**src/rtl/plat_pkg.sv**
```systemverilog
package plat_pkg;

  // Operation codes carried in the func field of an input beat.
  localparam logic FUNC_INSERT = 1'b0;
  localparam logic FUNC_REMOVE = 1'b1;

  // Result status codes.
  localparam logic [1:0] ST_MERGED  = 2'd0;
  localparam logic [1:0] ST_NEW     = 2'd1;
  localparam logic [1:0] ST_FULL    = 2'd2;
  localparam logic [1:0] ST_REMOVED = 2'd3;

  localparam int SYMBOL_W = 64;
  localparam int VALUE_W  = 32;
  localparam int FREED_W  = 7;

  // The freed count sticks at its largest code on very large tables.
  localparam logic [FREED_W-1:0] FREED_MAX = 7'd127;

  // Depth of the command queue between the front and the back end.
  localparam int QUEUE_DEPTH = 4;
  localparam int QPTR_W      = 2;
  localparam int QCNT_W      = 3;

  typedef struct packed {
    logic                       func;
    logic [SYMBOL_W-1:0]        symbol;
    logic signed [VALUE_W-1:0]  price;
    logic signed [VALUE_W-1:0]  lot;
  } item_t;

  typedef struct packed {
    logic [1:0]                 status;
    logic signed [VALUE_W-1:0]  level_total;
    logic [FREED_W-1:0]         freed_count;
  } result_t;

  // Classified command handed from the front to the back end.
  typedef struct packed {
    logic                       remove;
    logic [SYMBOL_W-1:0]        symbol;
    logic [VALUE_W-1:0]         price;
    logic [VALUE_W-1:0]         lot;
  } cmd_t;

endpackage

```
**src/rtl/plat_front.sv**
```systemverilog
module plat_front #(
  parameter int SYMBOL_BITS = 64
) (
  input  logic              clk,
  input  logic              rst,
  input  logic              push,
  output logic              full,
  input  plat_pkg::item_t   item,
  input  logic              clearing,
  output logic              cmd_valid,
  output plat_pkg::cmd_t    cmd,
  input  logic              cmd_take
);

  localparam logic [plat_pkg::SYMBOL_W-1:0] SYM_MASK =
    {plat_pkg::SYMBOL_W{1'b1}} >> (plat_pkg::SYMBOL_W - SYMBOL_BITS);

  plat_pkg::cmd_t                 queue [plat_pkg::QUEUE_DEPTH];
  logic [plat_pkg::QPTR_W-1:0]    wr_ptr;
  logic [plat_pkg::QPTR_W-1:0]    rd_ptr;
  logic [plat_pkg::QCNT_W-1:0]    count;
  plat_pkg::cmd_t                 cmd_in;
  logic                           do_push;
  logic                           do_pop;

  // Decode the operation and drop symbol bits that the table does not keep.
  always_comb begin
    cmd_in.remove = (item.func == plat_pkg::FUNC_REMOVE);
    cmd_in.symbol = item.symbol & SYM_MASK;
    cmd_in.price  = item.price;
    cmd_in.lot    = item.lot;
  end

  assign full      = (count == plat_pkg::QCNT_W'(plat_pkg::QUEUE_DEPTH)) || clearing;
  assign do_push   = push && !full;
  assign cmd_valid = (count != '0);
  assign do_pop    = cmd_take && cmd_valid;
  assign cmd       = queue[rd_ptr];

  always_ff @(posedge clk) begin
    if (do_push) begin
      queue[wr_ptr] <= cmd_in;
    end
  end

  always_ff @(posedge clk) begin
    if (rst) begin
      wr_ptr <= '0;
      rd_ptr <= '0;
      count  <= '0;
    end else begin
      if (do_push) begin
        wr_ptr <= wr_ptr + plat_pkg::QPTR_W'(1);
      end
      if (do_pop) begin
        rd_ptr <= rd_ptr + plat_pkg::QPTR_W'(1);
      end
      if (do_push && !do_pop) begin
        count <= count + plat_pkg::QCNT_W'(1);
      end else if (do_pop && !do_push) begin
        count <= count - plat_pkg::QCNT_W'(1);
      end
    end
  end

endmodule

```
**config.mk**
```make
export PLATFORM = sky130hd
export DESIGN_NAME = plat_front
export DESIGN_NICKNAME = d
export VERILOG_FILES = /design/src/rtl/plat_pkg.sv /design/src/rtl/plat_front.sv
export SDC_FILE = /design/constraint.sdc
export NUM_CORES = 1
export LEC_CHECK = 0
export ABC_AREA = 1
export BUFFER_PORTS_ARGS = -buffer_cell sky130_fd_sc_hd__buf_2
export CORE_UTILIZATION = 64
export CTS_BUF_LIST = sky130_fd_sc_hd__clkbuf_8
export DETAILED_ROUTE_END_ITERATION = 12
export GPL_TIMING_DRIVEN = 0
export PLACE_DENSITY_LB_ADDON = 0.2
export SLEW_MARGIN = 5
export SYNTH_ARGS = -nofsm -noshare
export SYNTH_HDL_FRONTEND = slang
export SYNTH_SLANG_ARGS = --single-unit
```
**constraint.sdc**
```tcl
create_clock -name clk -period 12.9 [get_ports clk]
set_input_delay 1.29 -clock clk [delete_from_list [all_inputs] [get_ports clk]]
set_output_delay 1.29 -clock clk [all_outputs]
set_load 0.1 [all_outputs]
```
==> qor.yml <==
path_clk_slew_ns: 0.06
power_mw: 5.68
dp_slack_ns: 9.25
dr_wl_met3_um: 4440
gp_congestion: 0.760
clock-root-buffer: "clkbuf_8"
grt_pass1_wl_um: 65700
area_delta_synth_final_pct: 19.0
met1Wirelength_um: 16700
p_per_area_nw_per_um2: 243
max-vdd-ir-drop_mv: 0.185
rsz0062_at_grt: "false"
ios: 265
slew-limit-headroom_pct: 50.4
fp.dieH_um: 177
cts_buffer_depth: 3
yosys.area.top_type_share_pct: 78.9
dieArea_um2: 31400
worstPathArrival_ns: 2.79
setup_slack_ns: 8.82
io_buffers: 264
firstDrtPassIters: 5
grtUsageTotal_pct: 28.2
drv_cap: 0
multi_input_area_um2: 3350
synth-seq-cells: 525
antenna_found_initial: 12
top_layer: "met5"
coreArea_um2: 29900
swShare_pct: 46.9
hold-worst-slack_ns: 0.522
start_util_pct: 65.7
run_status: "complete, no violations"
die_w_um: 177
synth_area_um2: 19600
fmax_mhz: 245
regArea_um2: 15700
drive_above_1_share_pct: 25.2
synth_cells: 1320
final.setup.tns_ns: 0
tightest_slew_ns: 0.742
vias: 12600
yosysWarnings: 0
ctsHoldBuffers: 0
critPathKind: "reg2out"
grt_pass1_vias: 12300
async_reset_ff_share_pct: 0
maxSlewViolCount: 0
synth.most_common_cell: "edfxtp_1"
h-tree-depth: 3
period_share_pct: 31.7
setup_viol: 0
combPwrFrac_pct: 42.8
avgSynthCellArea_um2: 14.9
synth_common_cells: "516 x edfxtp_1, 270 x nor2_1, 165 x o21ai_0, 129 x o22ai_1, 94 x o21ai_1"
stdcell_area_um2: 23400
pwr-share-seq_pct: 35.1
synthDistinctLibCells: 20
dpl.hpwl_um: 27800
clockPowerShare_pct: 22.0
leakage_nw: 8.37
placed_area_um2: 21900
synth_area_leaders: "edfxtp_1 79%, nor2_1 5.2%, o21ai_0 4.2%"
grt_max_degree: 29
fin_cells: 2145
insertion_delay_ns: 0.59
min_period_ns: 4.08
numCtsBuffers: 80
cts_setup_buffers: 0
hp-class: "reg2reg"
critPathLaunchType: "flip-flop"
cts.sinks: 525
cts_tree: "done"
cts_resized: 0
p_int_mw: 3.02
rows: 63
yosys.area.top_type: "edfxtp_1"
hold_violations: 0
finalWirelength_um: 44700
fill_cells: 1718
crit_fanout: 10
grt.overflow.total: 0
skew_ns: 0.0191
detail_route.wl_per_cell_um: 20.8
postRouteAntennaNets: 0
route.met2.wl_um: 22500
synth_edf_count: 516
syn-num-nets: 1460
ys.flop_type: "edfxtp_1"
endpoint_kind: "output pin"
first_iter_violations: 1287
placed_cells: 1994
via_per_inst: 5.87
finalCoreUtilization_pct: 78.3
synth_seq_area_share_pct: 79.8
p_sw_mw: 2.67
crit_required_ns: 11.61
num-nets-final: 1826
drc: 0
==> cell usage in the layout (no fill, tap or decap) <==
cell,count
a21oi_1,3
buf_12,19
buf_16,1
buf_2,270
buf_4,15
buf_6,24
bufinv_16,2
clkbuf_1,33
clkbuf_2,6
clkbuf_8,85
clkinv_1,16
clkinv_2,8
clkinvlp_4,5
dfxtp_1,9
diode_2,6
edfxtp_1,516
fa_1,1
ha_1,5
inv_1,48
inv_4,1
nand2_1,17
nand3_1,4
nand4_1,2
nor2_1,266
nor2_4,4
o21ai_0,165
o21ai_1,94
o22ai_1,129
xor2_1,1
==> flip-flops by register name, indices dropped and copies added, names as in the netlist, named ones only <==
signal / count
queue: 516
count: 3
rd_ptr: 2
wr_ptr: 2
==> cells by family (layout without fill, tap and decap cells) <==
| logic type | Yosys count | after routing | synth area share (%) |
|---|---|---|---|
| AOI/OAI and AO/OA | 391 | 391 | 10.8 |
| xor gates and xnor gates | 1 | 1 | 0.0446 |
| adders and majority gates | 6 | 6 | 0.420 |
| buffers and inverters | 104 | 533 | 3.28 |
| DFF | 525 | 525 | 79.8 |
| other | 0 | 6 | 0 |
| and+or+nand+nor | 293 | 293 | 5.65 |
==> worst max-delay path, cell delays in order, from the launching register on <==
cell	delay (ns)
dfxtp_1	0.35
inv_1	0.12
buf_2	0.35
clkbuf_1	0.44
o21ai_0	0.21
o22ai_1	0.26
buf_2	0.49
==> power by group through the flow <==
stage / logic (mW) / clock network [mW] / registers [mW]
2_1_floorplan: 1.94 / 0 / 2.04
3_3_place_gp: 2.37 / 0 / 2.06
3_5_place_dp: 2.42 / 0 / 2.03
4_1_cts: 2.43 / 1.27 / 2.00
5_1_grt: 2.53 / 1.34 / 2.00
6_report: 2.43 / 1.25 / 2.00
==> path summary, 6_finish.rpt <==
check                 endpoint       from  slack [ns]  cells past startpoint
hold reg to reg      rd_ptr[0]  rd_ptr[0]        0.52                      2
setup / recovery       cmd[10]  flip-flop        8.82                      6
setup reg to reg  queue[3][95]   count[0]       10.16                      7
hold / removal       rd_ptr[0]  rd_ptr[0]        0.52                      2
==> per-layer routing <==
metal | track usage [%] | vias up
met5 | 0 | -
met2 | 46.7 | 583
met4 | 10.9 | 12
li1 | - | 5736
met1 | 35.3 | 6157
met3 | 7.90 | 95
==> area by class of cell <==
type,instances,share of cell area (%)
antenna,6,0.0642
sequential,525,67.1
clock buffer,85,5.00
buffer,84,2.42
multi-input combinational,691,14.3
inverter,20,0.332
timing repair buffer,284,7.40
tap,390,2.09
clock inverter,60,1.31
No activity file was read; power rests on OpenSTA's default activity.
